$ cat config.mk
export PLATFORM = sky130hd
export DESIGN_NAME = tga_truecolor_stream_decoder_top
export DESIGN_NICKNAME = d
export VERILOG_FILES = /design/src/rtl/tga_pkg.sv /design/src/rtl/tga_out_skid.sv /design/src/rtl/tga_truecolor_stream_decoder_top.sv
export SDC_FILE = /design/constraint.sdc
export NUM_CORES = 1
export LEC_CHECK = 0
export ABC_AREA = 1
export BUFFER_PORTS_ARGS = -buffer_cell sky130_fd_sc_hd__buf_4
export CORE_ASPECT_RATIO = 0.7
export CORE_MARGIN = 8
export CORE_UTILIZATION = 35
export DETAILED_ROUTE_END_ITERATION = 8
export PLACE_DENSITY = 0.52
export SETUP_SLACK_MARGIN = 0.3
export SLEW_MARGIN = 0
export SYNTH_ARGS = -nofsm -noshare
export SYNTH_HDL_FRONTEND = slang
export SYNTH_HIERARCHICAL = 1
export SYNTH_SLANG_ARGS = --single-unit
$ cat constraint.sdc
create_clock -name i_clk -period 6.5 [get_ports i_clk]
set_input_delay 0 -clock i_clk [delete_from_list [all_inputs] [get_ports i_clk]]
set_output_delay 0 -clock i_clk [all_outputs]
set_load 0.05 [all_outputs]
$ cat src/rtl/tga_pkg.sv
`timescale 1ns / 1ps

package tga_pkg;

    // Result kinds carried on the master-side tuser.
    localparam logic [1:0] KIND_PIXEL      = 2'd0;
    localparam logic [1:0] KIND_CMAP_REJ   = 2'd1;
    localparam logic [1:0] KIND_TYPE_REJ   = 2'd2;
    localparam logic [1:0] KIND_DEPTH_REJ  = 2'd3;

    localparam int OUT_TDATA_W = 64;

    // One result as it is held in the output stage.
    typedef struct packed {
        logic [1:0]             kind;
        logic                   last;
        logic [OUT_TDATA_W-1:0] data;
    } t_result;

    localparam int RESULT_W = $bits(t_result);

endpackage

$ cat src/rtl/tga_out_skid.sv
`timescale 1ns / 1ps

module tga_out_skid
    import tga_pkg::*;
#(
    parameter int DATA_W = RESULT_W
) (
    input  logic              i_clk,
    input  logic              i_rst_n,
    input  logic              i_valid,
    input  logic [DATA_W-1:0] i_data,
    output logic              o_ready,
    output logic              o_valid,
    output logic [DATA_W-1:0] o_data,
    input  logic              i_ready
);

    logic              r_valid;
    logic [DATA_W-1:0] r_data;
    logic              r_skid_valid;
    logic [DATA_W-1:0] r_skid_data;

    // The upstream side stalls only when both entries are occupied.
    assign o_ready = !r_skid_valid;
    assign o_valid = r_valid;
    assign o_data  = r_data;

    always_ff @(posedge i_clk) begin
        if (!i_rst_n) begin
            r_valid      <= 1'b0;
            r_skid_valid <= 1'b0;
        end else if (!r_valid || i_ready) begin
            if (r_skid_valid) begin
                r_valid      <= 1'b1;
                r_skid_valid <= 1'b0;
            end else begin
                r_valid <= i_valid;
            end
        end else if (i_valid && !r_skid_valid) begin
            r_skid_valid <= 1'b1;
        end
    end

    always_ff @(posedge i_clk) begin
        if (!r_valid || i_ready) begin
            r_data <= r_skid_valid ? r_skid_data : i_data;
        end else if (i_valid && !r_skid_valid) begin
            r_skid_data <= i_data;
        end
    end

endmodule

$ cat src/rtl/tga_truecolor_stream_decoder_top.sv
`timescale 1ns / 1ps

// TGA true-color stream decoder. The block takes a TGA file one byte per
// request on the slave side, with tuser high on the first byte of each file;
// such a byte always abandons any file in progress. It captures the 18-byte
// header and accepts only uncompressed true-color images (no color map,
// image type 2) of 32 bits per pixel; otherwise it sends one rejection
// request whose tuser names the failed check (1 color map, 2 image type,
// 3 depth) and whose tdata and tlast are zero. For an accepted image the ID
// field and color-map bytes are skipped, and every 4-byte BGRA pixel yields
// one request with tuser 0 carrying its screen coordinate and its red,
// green and blue bytes; alpha is dropped. A column is mirrored to
// width-1-x when descriptor bit 4 is set, and a row to height-1-y unless
// descriptor bit 5 is set; the origin registers are then added. tlast marks
// the last pixel of the image. An image of zero width or height gives no
// request. Bytes outside a file are ignored. Every byte is handled in the
// cycle it is accepted, so the block takes one byte per clock while tready
// is high; a result is registered before it is offered on the master side.
// Results leave through a two-entry output stage; tready is low only while
// both entries are full, which needs a second result to arrive while the
// master side stalls, and it rises again the cycle after the master side
// takes a result. Configuration writes must be made while the block is idle.

module tga_truecolor_stream_decoder_top
    import tga_pkg::*;
(
    input  logic                   i_clk,
    input  logic                   i_rst_n,
    // Configuration: index 0 origin_left, index 1 origin_top.
    input  logic                   i_cfg_we,
    input  logic                   i_cfg_index,
    input  logic [15:0]            i_cfg_data,
    // Slave side.
    input  logic                   i_s_axis_tvalid,
    output logic                   o_s_axis_tready,
    input  logic [7:0]             i_s_axis_tdata,  // [7:0] file_byte
    input  logic                   i_s_axis_tuser,  // [0] image_start
    // Master side.
    output logic                   o_m_axis_tvalid,
    input  logic                   i_m_axis_tready,
    // [17:0] screen_x, [35:18] screen_y, [43:36] red, [51:44] green,
    // [59:52] blue, [63:60] zero
    output logic [OUT_TDATA_W-1:0] o_m_axis_tdata,
    output logic [1:0]             o_m_axis_tuser,  // [1:0] result_kind
    output logic                   o_m_axis_tlast   // final_pixel
);

    localparam logic CFG_ORIGIN_LEFT = 1'b0;
    localparam logic CFG_ORIGIN_TOP  = 1'b1;

    // Header byte offsets.
    localparam logic [4:0] HDR_ID_LEN     = 5'd0;
    localparam logic [4:0] HDR_CMAP_TYPE  = 5'd1;
    localparam logic [4:0] HDR_IMG_TYPE   = 5'd2;
    localparam logic [4:0] HDR_CMAP_LEN_L = 5'd5;
    localparam logic [4:0] HDR_CMAP_LEN_H = 5'd6;
    localparam logic [4:0] HDR_CMAP_ENTRY = 5'd7;
    localparam logic [4:0] HDR_WIDTH_L    = 5'd12;
    localparam logic [4:0] HDR_WIDTH_H    = 5'd13;
    localparam logic [4:0] HDR_HEIGHT_L   = 5'd14;
    localparam logic [4:0] HDR_HEIGHT_H   = 5'd15;
    localparam logic [4:0] HDR_DEPTH      = 5'd16;
    localparam logic [4:0] HDR_DESC       = 5'd17;

    localparam logic [7:0] IMG_TYPE_TRUECOLOR = 8'd2;
    localparam logic [7:0] DEPTH_32           = 8'd32;
    localparam int         DESC_RIGHT_TO_LEFT = 4;
    localparam int         DESC_TOP_TO_BOTTOM = 5;

    typedef enum logic [1:0] {
        PH_IDLE,
        PH_HEADER,
        PH_SKIP,
        PH_PIXELS
    } t_phase;

    // Control state.
    t_phase        r_phase,   n_phase;
    logic [4:0]    r_hdr_cnt, n_hdr_cnt;
    logic [21:0]   r_skip,    n_skip;
    logic [1:0]    r_pix_cnt, n_pix_cnt;
    logic [15:0]   r_col,     n_col;
    logic [15:0]   r_row,     n_row;
    logic [15:0]   r_origin_x;
    logic [15:0]   r_origin_y;

    // Header fields and pixel bytes, valid once written.
    logic [7:0]    r_id_len;
    logic [7:0]    r_cmap_type;
    logic [7:0]    r_img_type;
    logic [15:0]   r_cmap_len;
    logic [20:0]   r_cmap_bytes;
    logic [15:0]   r_width;
    logic [15:0]   r_height;
    logic [7:0]    r_depth;
    logic          r_flip_x;
    logic          r_top_down;
    logic [23:0]   r_pix;

    logic          accept;
    t_phase        v_phase;
    logic [4:0]    v_cnt;
    logic          hdr_we;
    logic          pix_we;
    logic [23:0]   cmap_prod;
    logic [23:0]   cmap_round;
    logic [15:0]   ax;
    logic [15:0]   ay;
    logic [17:0]   screen_x;
    logic [17:0]   screen_y;
    logic          is_last;
    logic          res_valid;
    t_result       res;
    t_result       out_res;
    logic          skid_ready;

    assign accept          = i_s_axis_tvalid && skid_ready;
    assign o_s_axis_tready = skid_ready;

    // A start byte restarts the header in the same cycle.
    assign v_phase = i_s_axis_tuser ? PH_HEADER : r_phase;
    assign v_cnt   = i_s_axis_tuser ? 5'd0 : r_hdr_cnt;

    assign hdr_we = accept && (v_phase == PH_HEADER);
    assign pix_we = accept && (v_phase == PH_PIXELS) && (r_pix_cnt != 2'd3);

    // Color-map byte count, (length * entry bits + 7) / 8, formed as the
    // entry size byte arrives; length bytes are already stored by then.
    assign cmap_prod  = {i_s_axis_tdata[7:0], r_cmap_len[7:0]} == 16'd0 ? 24'd0 :
                        24'(r_cmap_len) * 24'(i_s_axis_tdata);
    assign cmap_round = cmap_prod + 24'd7;

    // Pixel coordinates.
    assign ax = r_flip_x   ? (r_width - 16'd1 - r_col) : r_col;
    assign ay = r_top_down ? r_row : (r_height - 16'd1 - r_row);
    assign screen_x = {{2{r_origin_x[15]}}, r_origin_x} + {2'b00, ax};
    assign screen_y = {{2{r_origin_y[15]}}, r_origin_y} + {2'b00, ay};
    assign is_last  = (r_col == r_width - 16'd1) && (r_row == r_height - 16'd1);

    always_comb begin
        n_phase   = r_phase;
        n_hdr_cnt = r_hdr_cnt;
        n_skip    = r_skip;
        n_pix_cnt = r_pix_cnt;
        n_col     = r_col;
        n_row     = r_row;
        res_valid = 1'b0;
        res       = '0;
        if (accept) begin
            n_phase = v_phase;
            unique case (v_phase)
                PH_HEADER: begin
                    n_hdr_cnt = v_cnt + 5'd1;
                    if (v_cnt == HDR_DESC) begin
                        if (r_cmap_type != 8'd0) begin
                            n_phase   = PH_IDLE;
                            res_valid = 1'b1;
                            res.kind  = KIND_CMAP_REJ;
                        end else if (r_img_type != IMG_TYPE_TRUECOLOR) begin
                            n_phase   = PH_IDLE;
                            res_valid = 1'b1;
                            res.kind  = KIND_TYPE_REJ;
                        end else if (r_depth != DEPTH_32) begin
                            n_phase   = PH_IDLE;
                            res_valid = 1'b1;
                            res.kind  = KIND_DEPTH_REJ;
                        end else if (r_width == 16'd0 || r_height == 16'd0) begin
                            n_phase = PH_IDLE;
                        end else begin
                            n_skip    = {14'd0, r_id_len} + {1'b0, r_cmap_bytes};
                            n_pix_cnt = 2'd0;
                            n_col     = 16'd0;
                            n_row     = 16'd0;
                            n_phase   = (n_skip == 22'd0) ? PH_PIXELS : PH_SKIP;
                        end
                    end
                end
                PH_SKIP: begin
                    n_skip = r_skip - 22'd1;
                    if (r_skip == 22'd1) begin
                        n_phase = PH_PIXELS;
                    end
                end
                PH_PIXELS: begin
                    n_pix_cnt = r_pix_cnt + 2'd1;
                    if (r_pix_cnt == 2'd3) begin
                        // The alpha byte completes the pixel.
                        res_valid = 1'b1;
                        res.kind  = KIND_PIXEL;
                        res.last  = is_last;
                        res.data  = {4'd0, r_pix[7:0], r_pix[15:8], r_pix[23:16],
                                     screen_y, screen_x};
                        if (is_last) begin
                            n_phase = PH_IDLE;
                        end else if (r_col == r_width - 16'd1) begin
                            n_col = 16'd0;
                            n_row = r_row + 16'd1;
                        end else begin
                            n_col = r_col + 16'd1;
                        end
                    end
                end
                default: begin
                end
            endcase
        end
    end

    always_ff @(posedge i_clk) begin
        if (!i_rst_n) begin
            r_phase    <= PH_IDLE;
            r_hdr_cnt  <= 5'd0;
            r_skip     <= 22'd0;
            r_pix_cnt  <= 2'd0;
            r_col      <= 16'd0;
            r_row      <= 16'd0;
            r_origin_x <= 16'd0;
            r_origin_y <= 16'd0;
        end else begin
            r_phase   <= n_phase;
            r_hdr_cnt <= n_hdr_cnt;
            r_skip    <= n_skip;
            r_pix_cnt <= n_pix_cnt;
            r_col     <= n_col;
            r_row     <= n_row;
            if (i_cfg_we) begin
                case (i_cfg_index)
                    CFG_ORIGIN_LEFT: r_origin_x <= i_cfg_data;
                    CFG_ORIGIN_TOP:  r_origin_y <= i_cfg_data;
                    default: begin
                    end
                endcase
            end
        end
    end

    // Header capture: only the fields that the decoder uses are kept.
    always_ff @(posedge i_clk) begin
        if (hdr_we) begin
            case (v_cnt)
                HDR_ID_LEN:     r_id_len          <= i_s_axis_tdata;
                HDR_CMAP_TYPE:  r_cmap_type       <= i_s_axis_tdata;
                HDR_IMG_TYPE:   r_img_type        <= i_s_axis_tdata;
                HDR_CMAP_LEN_L: r_cmap_len[7:0]   <= i_s_axis_tdata;
                HDR_CMAP_LEN_H: r_cmap_len[15:8]  <= i_s_axis_tdata;
                HDR_CMAP_ENTRY: r_cmap_bytes      <= cmap_round[23:3];
                HDR_WIDTH_L:    r_width[7:0]      <= i_s_axis_tdata;
                HDR_WIDTH_H:    r_width[15:8]     <= i_s_axis_tdata;
                HDR_HEIGHT_L:   r_height[7:0]     <= i_s_axis_tdata;
                HDR_HEIGHT_H:   r_height[15:8]    <= i_s_axis_tdata;
                HDR_DEPTH:      r_depth           <= i_s_axis_tdata;
                HDR_DESC: begin
                    r_flip_x   <= i_s_axis_tdata[DESC_RIGHT_TO_LEFT];
                    r_top_down <= i_s_axis_tdata[DESC_TOP_TO_BOTTOM];
                end
                default: begin
                end
            endcase
        end
        if (pix_we) begin
            case (r_pix_cnt)
                2'd0:    r_pix[7:0]   <= i_s_axis_tdata;
                2'd1:    r_pix[15:8]  <= i_s_axis_tdata;
                default: r_pix[23:16] <= i_s_axis_tdata;
            endcase
        end
    end

    tga_out_skid #(
        .DATA_W (RESULT_W)
    ) u_out (
        .i_clk   (i_clk),
        .i_rst_n (i_rst_n),
        .i_valid (res_valid),
        .i_data  (res),
        .o_ready (skid_ready),
        .o_valid (o_m_axis_tvalid),
        .o_data  (out_res),
        .i_ready (i_m_axis_tready)
    );

    assign o_m_axis_tdata = out_res.data;
    assign o_m_axis_tuser = out_res.kind;
    assign o_m_axis_tlast = out_res.last;

endmodule

# Word-level counts from Yosys, hierarchy flattened
# Cells that the tools add are included.
word_totals:
  ramBits: 0
  output_inout_bits: 69
  rom_bits: 0
  inputBits: 31
  word_cells: 177
  regBits: 358
  mem_count: 0
  latchBits: 0
classes:
  eq_ne: 30
  bitwise: 4
  n_reduce_logical: 44
  order_cmp: 0
  n_div: 0
  n_mux: 57
  mul: 1
  addsub: 13
  n_shift: 0
ops:
  columns: ["cell", "count"]
  rows:
  - ["2-to-1 mux 16 bit", 13]
  - ["2-to-1 mux 67 bit", 2]
  - ["2-to-1 mux 65 bit", 2]
  - ["2-to-1 mux 22 bit", 5]
  - ["one-hot mux 16 bit (2 select lines)", 2]
  - ["zero test 16 bit", 3]
  - ["one-hot mux 22 bit (2 select lines)", 1]
  - ["AND reduction 2 bit", 19]
  - ["adder 16 x 17 -> 18 bit", 2]
  - ["2-to-1 mux 2 bit", 18]
  - ["adder 16 x 1 -> 16 bit (second input constant)", 2]
  - ["== test 16 bit", 2]
  - ["subtractor 16 x 1 -> 16 bit (second input constant)", 2]
  - ["subtractor 16 bit", 2]
  - ["adder 24 x 3 -> 24 bit (second input constant)", 1]
  - ["multiplier 16 x 8 -> 24 bit", 1]
  - ["2-to-1 mux 24 bit", 1]
  - ["adder 8 x 21 -> 22 bit", 1]
  - ["== test 22 x 1 -> 1 bit (second input constant)", 1]
  - ["zero test 22 bit", 1]
  - ["subtractor 22 x 1 -> 22 bit (second input constant)", 1]
  - ["== test 5 x 4 -> 1 bit (second input constant)", 4]
  - ["== test 5 x 3 -> 1 bit (second input constant)", 3]
  - ["AND reduction 7 bit", 2]
  - ["27 further kinds", 58]

# Depth between registers and ports, before layout
# Gate-level depths: netlist of run 1.
logic_depth:
  depth_word: 9
  mapped_depth: 28
  mapped_depth_nobuf: 28

# Modules after synthesis
# Netlist of run 1, hierarchy kept.
modules_own_cells:
  columns: ["mod", "area_per_inst_um2", "seq_area_each_um2", "instances", "cells_each"]
  rows:
  - ["tga_truecolor_stream_decoder_top", 19319.8, 5715.5, 1, 2651]
  - ["tga_out_skid", 4959.8, 4063.9, 1, 362]

# Worst setup path before layout of run 1
# No wires, ideal clock.
synth_path:
  kind: "register to register"
  start: "register u_out.r_valid (netlist: u_out/o_valid)"
  end: "register u_out.r_skid_data[0] (enable)"
  path_slack_ns: 0.730
  synth_period_minus_slack_ns: 5.770
  t_required_ns: 6.007
  stages_incl_launch_ff: 3
  setup_time_ns: 0.493
  arrival_time_ns: 5.277
  path_buffers: 0
  path_cell_list: "dfxtp_1 > nand2_1 > nor2_1"
synth_between:
  elab_chain_cells: 4
synth_lines:
  columns: ["element", "line_no", "rtl"]
  rows:
  - ["start, declared", "tga_out_skid.sv:18", "logic r_valid;"]
  - ["start signal, assigned", "tga_out_skid.sv:37", "r_valid <= i_valid;"]
  - ["zero test 1 bit", "tga_out_skid.sv:45", "if (!r_valid || i_ready) begin"]
  - ["logical OR 1 bit", "tga_out_skid.sv:45", null]
  - ["NOT 1 bit (no source line)", null, null]
  - ["AND reduction 2 bit (no source line)", null, null]
  - ["end signal, assigned", "tga_out_skid.sv:48", "r_skid_data <= i_data;"]
  - ["end, declared", "tga_out_skid.sv:21", "logic [DATA_W-1:0] r_skid_data;"]
# Every way passes these cells.
# A chain may end at the register's enable or synchronous reset.

# Worst setup path in the final report of run 1
layout_path:
  start: "register r_cmap_len[3]"
  end: "register r_cmap_bytes[15] (data pin)"
layout_between:
  elab_chain_cells: 3
  word_cells_on_any_way: 4
  cone_classes: "add/sub: 1; mul: 1; mux: 1; reduce/logical: 1"
layout_lines:
  columns: ["element", "line_no", "rtl"]
  rows:
  - ["start, declared", "tga_truecolor_stream_decoder_top.sv:91", "logic [15:0] r_cmap_len;"]
  - ["start signal, assigned", "tga_truecolor_stream_decoder_top.sv:244", "HDR_CMAP_LEN_L: r_cmap_len[7:0] <= i_s_axis_tdata;"]
  - ["multiplier 16 x 8 -> 24 bit / zero test 16 bit (equally long branches)", "tga_truecolor_stream_decoder_top.sv:130, tga_truecolor_stream_decoder_top.sv:129", null]
  - ["2-to-1 mux 24 bit *", "tga_truecolor_stream_decoder_top.sv:129", "assign cmap_prod = {i_s_axis_tdata[7:0], r_cmap_len[7:0]} == 16'd0 ? 24'd0 :"]
  - ["adder 24 x 3 -> 24 bit *", "tga_truecolor_stream_decoder_top.sv:131", "assign cmap_round = cmap_prod + 24'd7;"]
  - ["net cmap_round[18]", "tga_truecolor_stream_decoder_top.sv:106", "logic [23:0] cmap_round;"]
  - ["end signal, assigned", "tga_truecolor_stream_decoder_top.sv:246", "HDR_CMAP_ENTRY: r_cmap_bytes <= cmap_round[23:3];"]
  - ["end, declared", "tga_truecolor_stream_decoder_top.sv:92", "logic [20:0] r_cmap_bytes;"]
# Mark *: on every way through the listed nets, which the timed path passes. The rest lies on a longest branch.

==> results of run 1 <==
-- repair_timing --
| item | in CTS | in global routing |
|---|---|---|
| hold endpoints to repair | 157 | 0 |
| hold buffers | 42 | 0 |
| setup endpoints to repair | 0 | 0 |
-- worst reg2reg max path, stage by stage, from the launching register on --
cell and delay [ps]:
edfxtp_1 560, nand2_1 130, inv_1 60, fa_1 580
fa_1 440, fa_1 490, inv_1 50, fa_1 480
inv_1 50, ha_1 330, a21oi_1 400, nor2_1 100
nor2_1 160, nand2_2 120, nand2_1 80, nand2_1 50
nor2_1 280, nand2_1 140, nor3_2 200, nand3_2 150
nor2_4 200, nand4_1 150, nand2_1 110, inv_1 40
-- final timing paths --
check / depth (start not counted) / startpoint / end
worst max-delay path: 23 / r_cmap_len[3] / r_cmap_bytes[15]
worst min-delay path: 5 / i_cfg_we / r_origin_x[13]
worst max register to register: 23 / r_cmap_len[3] / r_cmap_bytes[15]
worst min register to register: 2 / r_hdr_cnt[2] / r_hdr_cnt[2]
-- metrics by stage --
step                      std cells  hold WS [ps]  setup WS, ps
after floorplan                3020          98.9           730
after global placement         3946           256          1030
after detailed placement       3946           251          1080
after CTS                      4060          19.6          1040
after global routing           4060          80.8           627
final                          4060          73.6           921
-- routing by layer --
layer,up-vias,GRT usage,share of wire
met2,418,0.244,0.42
met1,9359,0.243,0.51
met5,-,0,0.00020
met4,2,0.0361,0.017
li1,9932,-,-
met3,68,0.0250,0.050
-- power by group --
part / switching, mW / internal (mW)
Sequential: 0.0173 / 2.49
Clock: 0.980 / 1.32
Combinational: 1.01 / 0.484
-- state kept, by name, indices dropped and copies added (netlist names), 16 cells and up --
register,cells
r_origin_y,16
r_skip,22
r_row,16
r_col,16
r_pix,24
u_out/o_data,67
r_origin_x,16
u_out/r_skid_data,67
r_width,16
r_cmap_bytes,21
r_cmap_len,16
r_height,16
-- kinds of logic (layout without fill, tap and decap cells) --
group | after synthesis | after routing | synth area share
AO/OA/AOI/OAI | 406 | 406 | 0.0920
XOR/XNOR | 77 | 77 | 0.0281
adder cells (fa/ha/maj) | 219 | 219 | 0.140
buffers and inverters | 554 | 692 | 0.0907
flip-flops | 358 | 358 | 0.403
other | 1 | 8 | 0.000154
AND/OR/NAND/NOR | 1398 | 1398 | 0.246
-- synth_stat cells, types with 8 or more instances --
master	n	area share
nand3_1	126	0.026
nand3b_1	12	0.0037
nand4_1	37	0.0095
o21a_1	9	0.0028
nor2_2	15	0.0039
buf_4	13	0.0040
nand2_1	768	0.12
clkbuf_1	37	0.0057
nor3_1	31	0.0064
edfxtp_1	261	0.32
ha_1	130	0.067
nor2_1	349	0.054
inv_1	459	0.071
fa_1	89	0.073
a31oi_1	11	0.0028
o21ai_1	9	0.0019
xor2_1	56	0.020
buf_2	20	0.0041
nand2_2	8	0.0021
a21oi_1	172	0.035
or2_2	8	0.0021
nand3_2	8	0.0033
xnor2_1	20	0.0072
o21ai_0	151	0.031
dfxtp_1	97	0.080
-- cells in the final DEF, fill, tap and decap left out, types with 5 or more instances in the layout --
master / synthesis / final
nand3_2: 8 / 8
clkbuf_16: 0 / 40
a21oi_1: 172 / 172
clkbuf_1: 37 / 5
o31ai_1: 7 / 7
nor3_1: 31 / 30
edfxtp_1: 261 / 261
nor4_1: 7 / 7
a21boi_0: 6 / 6
a211oi_1: 7 / 7
inv_2: 7 / 7
nor2_1: 349 / 348
nand3b_1: 12 / 12
nand3_1: 126 / 126
dfxtp_1: 97 / 96
o21ai_0: 151 / 151
a21oi_2: 5 / 5
clkinvlp_4: 0 / 6
inv_1: 459 / 459
clkinv_1: 6 / 10
o21a_1: 9 / 9
or2_2: 8 / 8
a31oi_1: 11 / 11
dlygate4sd3_1: 0 / 42
clkinv_2: 0 / 8
o21ai_1: 9 / 9
nand4_1: 37 / 37
nand2_1: 768 / 767
fa_1: 89 / 89
ha_1: 130 / 130
xnor2_1: 20 / 20
o22ai_1: 6 / 6
xor2_1: 56 / 56
buf_4: 13 / 104
nor2_4: 7 / 8
conb_1: 1 / 8
nor2_2: 15 / 15
o211ai_1: 5 / 5
nand2_2: 8 / 8
-- area by class of cell --
cell class                 instances  area [um2]  area share
multi-input combinational       2108       12300       0.448
clock buffer                      47        1050      0.0380
tap                              902        1130      0.0410
sequential                       358        9780       0.355
timing repair buffer             146        1200      0.0436
inverter                         474        1780      0.0648
clock inverter                    25         254     0.00922
==> impl_metrics.tcl, run 1 <==
set metrics [dict create \
    status "finished, final reports clean" \
    hpwl_um 47500 \
    synth.distinct_cells 63 \
    routedWlPerCell_um 15.8 \
    grt_pass1_vias 19200 \
    numClockSinks 358 \
    ios 100 \
    worstSetupPathType "flip-flop to flip-flop" \
    finalPower_mw 6.30 \
    post-route-util 0.403 \
    fin_worst_skew_ps 13.5 \
    hold_path.class "primary input to flip-flop" \
    cts_resized 0 \
    cts_max_level 2 \
    antenna_found_initial 1 \
    clk_latency_ps 570 \
    finalCriticalPeriod_ps 5580 \
    final_cell_area_mm2 0.0275 \
    crit_slowest_cell "fa_1" \
    slew_violations 0 \
    cp-end-kind "flip-flop" \
    worst_pin_slew_ps 1270 \
    std_cell_rows 80 \
    setup_tns_ps 0 \
    drt-total-wl_um 64100 \
    root_buffer "clkbuf_16" \
    period_share 0.858 \
    synth.avg_cell_area_um2 8.06 \
    die_w_um 331 \
    grt_pass1_wl_um 103000 \
    r2r_setup_slack_ps 920 \
    die_area_mm2 0.0782 \
    ys_warn_count 6 \
    maxCapViolations 0 \
    relSlewSlack 0.146 \
    diodes 0 \
    drtIter0Drc 1392 \
    vias_per_cell 4.87 \
    syn_area_mm2 0.0243 \
    max_freq_mhz 179 \
    cts_buffer_depth 3 \
    gr-total-overflow 0 \
    synthCells 3013 \
    path_common_cell "nand2_1" \
    critPathArrivalTime_ps 5920 \
    cts_setup_buffers 0 \
    route.detailed.drc 0 \
    synth_ff_type "edfxtp_1" \
    synth_seq_cells 358 \
    path_max_fanout 9 \
    final_nets 3377 \
    powerDensity_mw_per_mm2 229 \
    syn_to_final_growth_pct 13.4 \
    die_height_um 236 \
    max_stage_delay_ps 580 \
    start_kind "flip-flop" \
    worstPathBufferInverterCount 4 \
    placedInstanceArea_mm2 0.0258 \
    cts_tree "done" \
    rsz0062_at_grt "no" \
    coreArea_mm2 0.0684 \
    path_cells "nand2_1, inv_1, fa_1, fa_1, fa_1, inv_1, fa_1, inv_1, ha_1, a21oi_1, nor2_1, nor2_1, nand2_2, nand2_1, nand2_1, nor2_1, nand2_1, nor3_2, nand3_2, nor2_4, nand4_1, nand2_1, inv_1" \
    grt_max_degree 71 \
    ir_drop_mv 0.151 \
    setup_viol 0 \
    io_buffer_count 99 \
    postRouteAntennaNets 0 \
    yosysSeqAreaShare 0.403 \
    vias 19800 \
    leakagePower_nw 12.8 \
    hold_viol 0 \
    synthArstFlopShare 0 \
    clkTransAtPathRegs_ps 70 \
    cts_made_buffers 39 \
    fillers 6947 \
    cp_top_family "adder cells" \
    synth-edff-count 261 \
    dr.pass1.iters 5 \
    place_congestion 0.889 \
    start_util 0.355 \
    drive_gt1_frac 0.0798 \
    grt_use_total 0.162 \
    crit_required_ps 6840 \
]
No activity file was read; power rests on OpenSTA's default activity.
==> run 2, diff against run 1 <==
--- a/config.mk
+++ b/config.mk
@@ -11,7 +11,7 @@
 export CORE_MARGIN = 8
 export CORE_UTILIZATION = 35
 export DETAILED_ROUTE_END_ITERATION = 8
-export PLACE_DENSITY = 0.52
+export PLACE_DENSITY = 0.54
 export SETUP_SLACK_MARGIN = 0.3
 export SLEW_MARGIN = 0
 export SYNTH_ARGS = -nofsm -noshare
==> constraint.sdc (replaced) <==
create_clock -name i_clk -period 5 [get_ports i_clk]
set_input_delay 0 -clock i_clk [delete_from_list [all_inputs] [get_ports i_clk]]
set_output_delay 0 -clock i_clk [all_outputs]
set_load 0.05 [all_outputs]
==> impl_metrics.tcl, run 2 (synthesis gave the netlist of run 1 again) <==
set metrics [dict create \
    cts_tree "done" \
    syn_to_final_growth_pct 21.3 \
    vias 20200 \
    grt_pass1_vias 18400 \
    status "finished, final reports clean" \
    worstReg2RegStart "r_cmap_len[3]" \
    vias_per_cell 4.82 \
    relSlewSlack 0.213 \
    min_from "i_cfg_we" \
    rsz0062_at_grt "yes" \
    finalCriticalPeriod_ps 4930 \
    path_max_fanout 5 \
    critPathArrivalTime_ps 5250 \
    worst_pin_slew_ps 1170 \
    final_cell_area_mm2 0.0295 \
    hold_viol 0 \
    hpwl_um 50000 \
    die_height_um 236 \
    r2r_cells 23 \
    cts_buffer_depth 3 \
    cts_made_buffers 41 \
    grt_max_degree 70 \
    setup_viol 0 \
    final_cell_mix "735 x nand2_1, 448 x inv_1, 313 x nor2_1" \
    clk_latency_ps 570 \
    grt_use_total 0.168 \
    worstSetupPathType "flip-flop to flip-flop" \
    holdPathStages 3 \
    max_freq_mhz 203 \
    start_util 0.355 \
    path_cells "buf_6, buf_6, nand2_2, inv_2, fa_1, fa_1, fa_1, inv_1, fa_1, inv_2, ha_4, nand2_4, a21oi_4, nor2_1, nand2_1, nand3b_1, nand3b_1, nand3_4, nor2_4, nand2_1, nor2_1, nand3_1, xor2_1" \
    coreArea_mm2 0.0684 \
    period_share 0.987 \
    dr.pass1.iters 5 \
    die_area_mm2 0.0782 \
    final_nets 3497 \
    postRouteAntennaNets 0 \
    fin_worst_skew_ps 29.8 \
    crit_required_ps 5310 \
    whs_ps 106 \
    placedInstanceArea_mm2 0.0263 \
    drt-total-wl_um 67400 \
    root_buffer "clkbuf_16" \
    setup_tns_ps 0 \
    leakagePower_nw 13.6 \
    rr_endpoint "r_cmap_bytes[17]" \
    place_congestion 0.879 \
    holdPathEnd "r_origin_y[1]" \
    hold_path.class "primary input to flip-flop" \
    gr-total-overflow 0 \
    antenna_found_initial 4 \
    route.detailed.drc 0 \
    std_cell_rows 80 \
    drtIter0Drc 1846 \
    max_stage_delay_ps 540 \
    ios 100 \
    crit_slowest_cell "fa_1" \
    ir_drop_mv 0.195 \
    r2r_setup_slack_ps 70 \
    die_w_um 331 \
    io_buffer_count 99 \
    grt_pass1_wl_um 106000 \
    start_kind "flip-flop" \
    path_common_cell "fa_1" \
    cp_top_family "adder cells" \
    slew_violations 0 \
    drive_gt1_frac 0.159 \
    clkTransAtPathRegs_ps 60 \
    cp-end-kind "flip-flop" \
    cts_max_level 2 \
    numClockSinks 358 \
    final_common_cell "nand2_1" \
    maxCapViolations 0 \
    powerDensity_mw_per_mm2 317 \
    worstPathBufferInverterCount 5 \
    routedWlPerCell_um 16.1 \
]
[run 2: how the worst max path moves through the flow]
stage                         from               end  slack, ps  cells after the start
floorplan           r_cmap_len[10]  r_cmap_bytes[16]        430                     23
global placement     r_cmap_len[6]  r_cmap_bytes[12]       -200                     22
detailed placement   r_cmap_len[9]  r_cmap_bytes[12]       -170                     22
CTS                  r_cmap_len[3]  r_cmap_bytes[13]        110                     21
global route         r_cmap_len[6]  r_cmap_bytes[14]       -160                     24
finish               r_cmap_len[3]  r_cmap_bytes[17]         70                     23
[run 2: layer usage]
| layer | track usage | share of wire | wire length (um) |
|---|---|---|---|
| met1 | 0.281 | 0.54 | 36400 |
| met2 | 0.218 | 0.38 | 25400 |
| met3 | 0.0284 | 0.070 | 4700 |
| met4 | 0.0286 | 0.012 | 822 |
| met5 | 0 | 0.00050 | 34 |
[run 2: where the power goes]
part           switching (mW)  total [mW]  internal, mW  leakage, nW
Clock                    1.31        3.20          1.89        0.678
Combinational            1.71        2.89          1.18         9.66
Sequential             0.0241        3.26          3.24         3.24
[run 2: cell type report]
cell class              count  area, um2
clock buffers              48       1090
repair buffers            264       2130
well taps                 902       1130
flip-flops and latches    358       9780
fillers                  6872      38900
diodes                      2       5.00
clock inverters            27        327
inverters                 474       1780
multi-input cells        2108      13200
[run 2: stage by stage]
stage                util  worst slack [ps]  total power, mW  instances
finish              0.431              66.2             9.35       4183
global route        0.431              -163             9.83       4182
CTS                 0.423               112             9.23       4161
detailed placement  0.385              -169             5.38       4015
global placement    0.385              -196             5.41       4015
floorplan               -               431             4.68       3020
[run 2: worst reg2reg max path, stage by stage, from the launching register on]
cell      delay [ps]
edfxtp_1         440
buf_6            150
buf_6            110
nand2_2           60
inv_2             40
fa_1             540
fa_1             440
fa_1             500
inv_1             50
fa_1             510
inv_2             50
ha_4             330
nand2_4          110
a21oi_4          160
nor2_1            60
nand2_1          110
nand3b_1         120
nand3b_1         150
nand3_4          120
nor2_4           150
nand2_1           60
nor2_1           120
nand3_1          120
xor2_1           190
[run 2: what timing repair did]
action	in CTS	in global routing
endpoints found under the setup margin	17	37
pin swaps	37	52
gates cloned	0	0
endpoints found under the hold margin	90	0
resized for setup	116	104
hold buffers	42	0
setup buffers	29	20
==> run 3, diff against run 2 <==
--- a/config.mk
+++ b/config.mk
@@ -8,7 +8,7 @@
 export ABC_AREA = 1
 export BUFFER_PORTS_ARGS = -buffer_cell sky130_fd_sc_hd__buf_4
 export CORE_ASPECT_RATIO = 0.7
-export CORE_MARGIN = 8
+export CORE_MARGIN = 3
 export CORE_UTILIZATION = 35
 export DETAILED_ROUTE_END_ITERATION = 8
 export PLACE_DENSITY = 0.54
==> impl_metrics.tcl, run 3 (synthesis gave the netlist of run 1 again) <==
set metrics [dict create \
    status "finished, final reports clean" \
    internal_power_mw 6.22 \
    cts_made_buffers 42 \
    clk_latency_ps 580 \
    start_util 0.355 \
    vias 20100 \
    comb_power_share 0.313 \
    p_switching_mw 3.06 \
    numClockSinks 358 \
    placedInstanceArea_mm2 0.0263 \
    relSlewSlack 0.211 \
    grt_pass1_vias 18800 \
    powerDensity_mw_per_mm2 315 \
    cp-end-kind "flip-flop" \
    std_cell_rows 80 \
    swShare 0.330 \
    critPathArrivalTime_ps 5180 \
    hpwl_um 49600 \
    root_buffer "clkbuf_16" \
    cts_max_level 2 \
    syn_to_final_growth_pct 21.3 \
    path_max_fanout 8 \
    dp.cells 4007 \
    route.detailed.drc 0 \
    cts_buffer_depth 3 \
    max_freq_mhz 206 \
    drtIter0Drc 1937 \
    rsz0062_at_grt "yes" \
    setup_tns_ps 0 \
    final_nets 3498 \
    slew_violations 0 \
    coreArea_mm2 0.0684 \
    grt_max_degree 70 \
    final_common_cell "nand2_1" \
    hold_path.class "primary input to flip-flop" \
    worst_pin_slew_ps 1170 \
    drt-total-wl_um 66800 \
    die_area_mm2 0.0726 \
    die_w_um 321 \
    postRouteAntennaNets 0 \
    setup_viol 0 \
    leakagePower_nw 13.6 \
    dr.pass1.iters 5 \
    crit_required_ps 5340 \
    post-place-ws_ps -101 \
    antenna_found_initial 3 \
    r2r_cells 22 \
    finalCriticalPeriod_ps 4840 \
    final_cells 4185 \
    cts_tree "done" \
    die_height_um 226 \
    drive_gt1_frac 0.162 \
    vias_per_cell 4.81 \
    clkTransAtPathRegs_ps 60 \
    holdPathStages 3 \
    grt_pass1_wl_um 106000 \
    pwr-share-clk 0.336 \
    finalPower_mw 9.28 \
    final_cell_mix "741 x nand2_1, 452 x inv_1, 310 x nor2_1" \
    ir_drop_mv 0.258 \
    io_buffer_count 99 \
    start_kind "flip-flop" \
    hold_viol 0 \
    worstSetupPathType "flip-flop to flip-flop" \
    fillers 6815 \
    gr-total-overflow 0 \
    maxCapViolations 0 \
    place_congestion 0.860 \
    routedWlPerCell_um 16.0 \
    fin_worst_skew_ps 16.4 \
    ios 100 \
    final_cell_area_mm2 0.0295 \
    period_share 0.969 \
    grt_use_total 0.183 \
    seqPwrFrac 0.351 \
    setup_slack_ps 156 \
]
run 3: path summary, 6_finish.rpt:
kind	startpoint	end	slack, ps
worst max-delay path	r_cmap_len[4]	r_cmap_bytes[13]	160
worst min-delay path	i_cfg_we	r_origin_y[1]	90
worst max register to register	r_cmap_len[4]	r_cmap_bytes[13]	160
worst min register to register	r_skip[21]	r_skip[21]	480
run 3: power groups by stage:
stage / registers, mW / clock network, mW / logic [mW]
3_3_place_gp: 3.32 / 0 / 2.10
2_1_floorplan: 3.32 / 0 / 1.36
5_1_grt: 3.26 / 3.33 / 3.19
6_report: 3.26 / 3.12 / 2.90
3_5_place_dp: 3.32 / 0 / 2.08
4_1_cts: 3.26 / 3.21 / 2.74
run 3: cell type report:
type                            count  area, um2  share of cell area
Antenna cell                        3       7.51            0.000255
Clock buffer                       51       1090              0.0372
Clock inverter                     25        279             0.00947
Inverter                          474       1790              0.0607
Multi-Input combinational cell   2108      13300               0.451
Sequential cell                   358       9780               0.332
Tap cell                          902       1130              0.0383
Timing Repair Buffer              264       2100              0.0713
run 3: stage by stage:
stage	util	hold slack, ps
after floorplan	-	98.9
after global placement	0.384	246
after detailed placement	0.384	249
after CTS	0.423	40.8
after global routing	0.431	163
final	0.431	87.7
run 3: timing repair:
item,CTS,global route
endpoints found under the hold margin,116,0
hold buffers,42,0
cloned,0,0
setup endpoints to repair,19,43
setup buffers,39,18
pin swaps,45,49
gates resized for setup,125,97
run 3: critical path: stages, from the launching register on:
cell and delay, ps:
edfxtp_1 520, nand2_1 110, fa_1 480, fa_1 540
inv_1 50, fa_1 520, inv_1 70, fa_1 530
inv_2 60, ha_4 250, a21oi_4 160, inv_1 50
nand2_1 70, nand3_2 110, nand2_1 80, nand2_1 50
nor2_2 180, nand2_2 100, nor3_4 140, nand3_2 120
nor2_4 180, nand2_1 80, xor2_1 140
run 3: routing by layer:
layer | GRT usage | vias to the layer above | wire length, um | share of wire
met5 | 0 | - | 13 | 0.00019
met4 | 0.0356 | 2 | 1040 | 0.016
met3 | 0.0353 | 63 | 4910 | 0.074
met2 | 0.245 | 511 | 25300 | 0.38
met1 | 0.298 | 9364 | 35500 | 0.53
li1 | - | 10200 | - | -
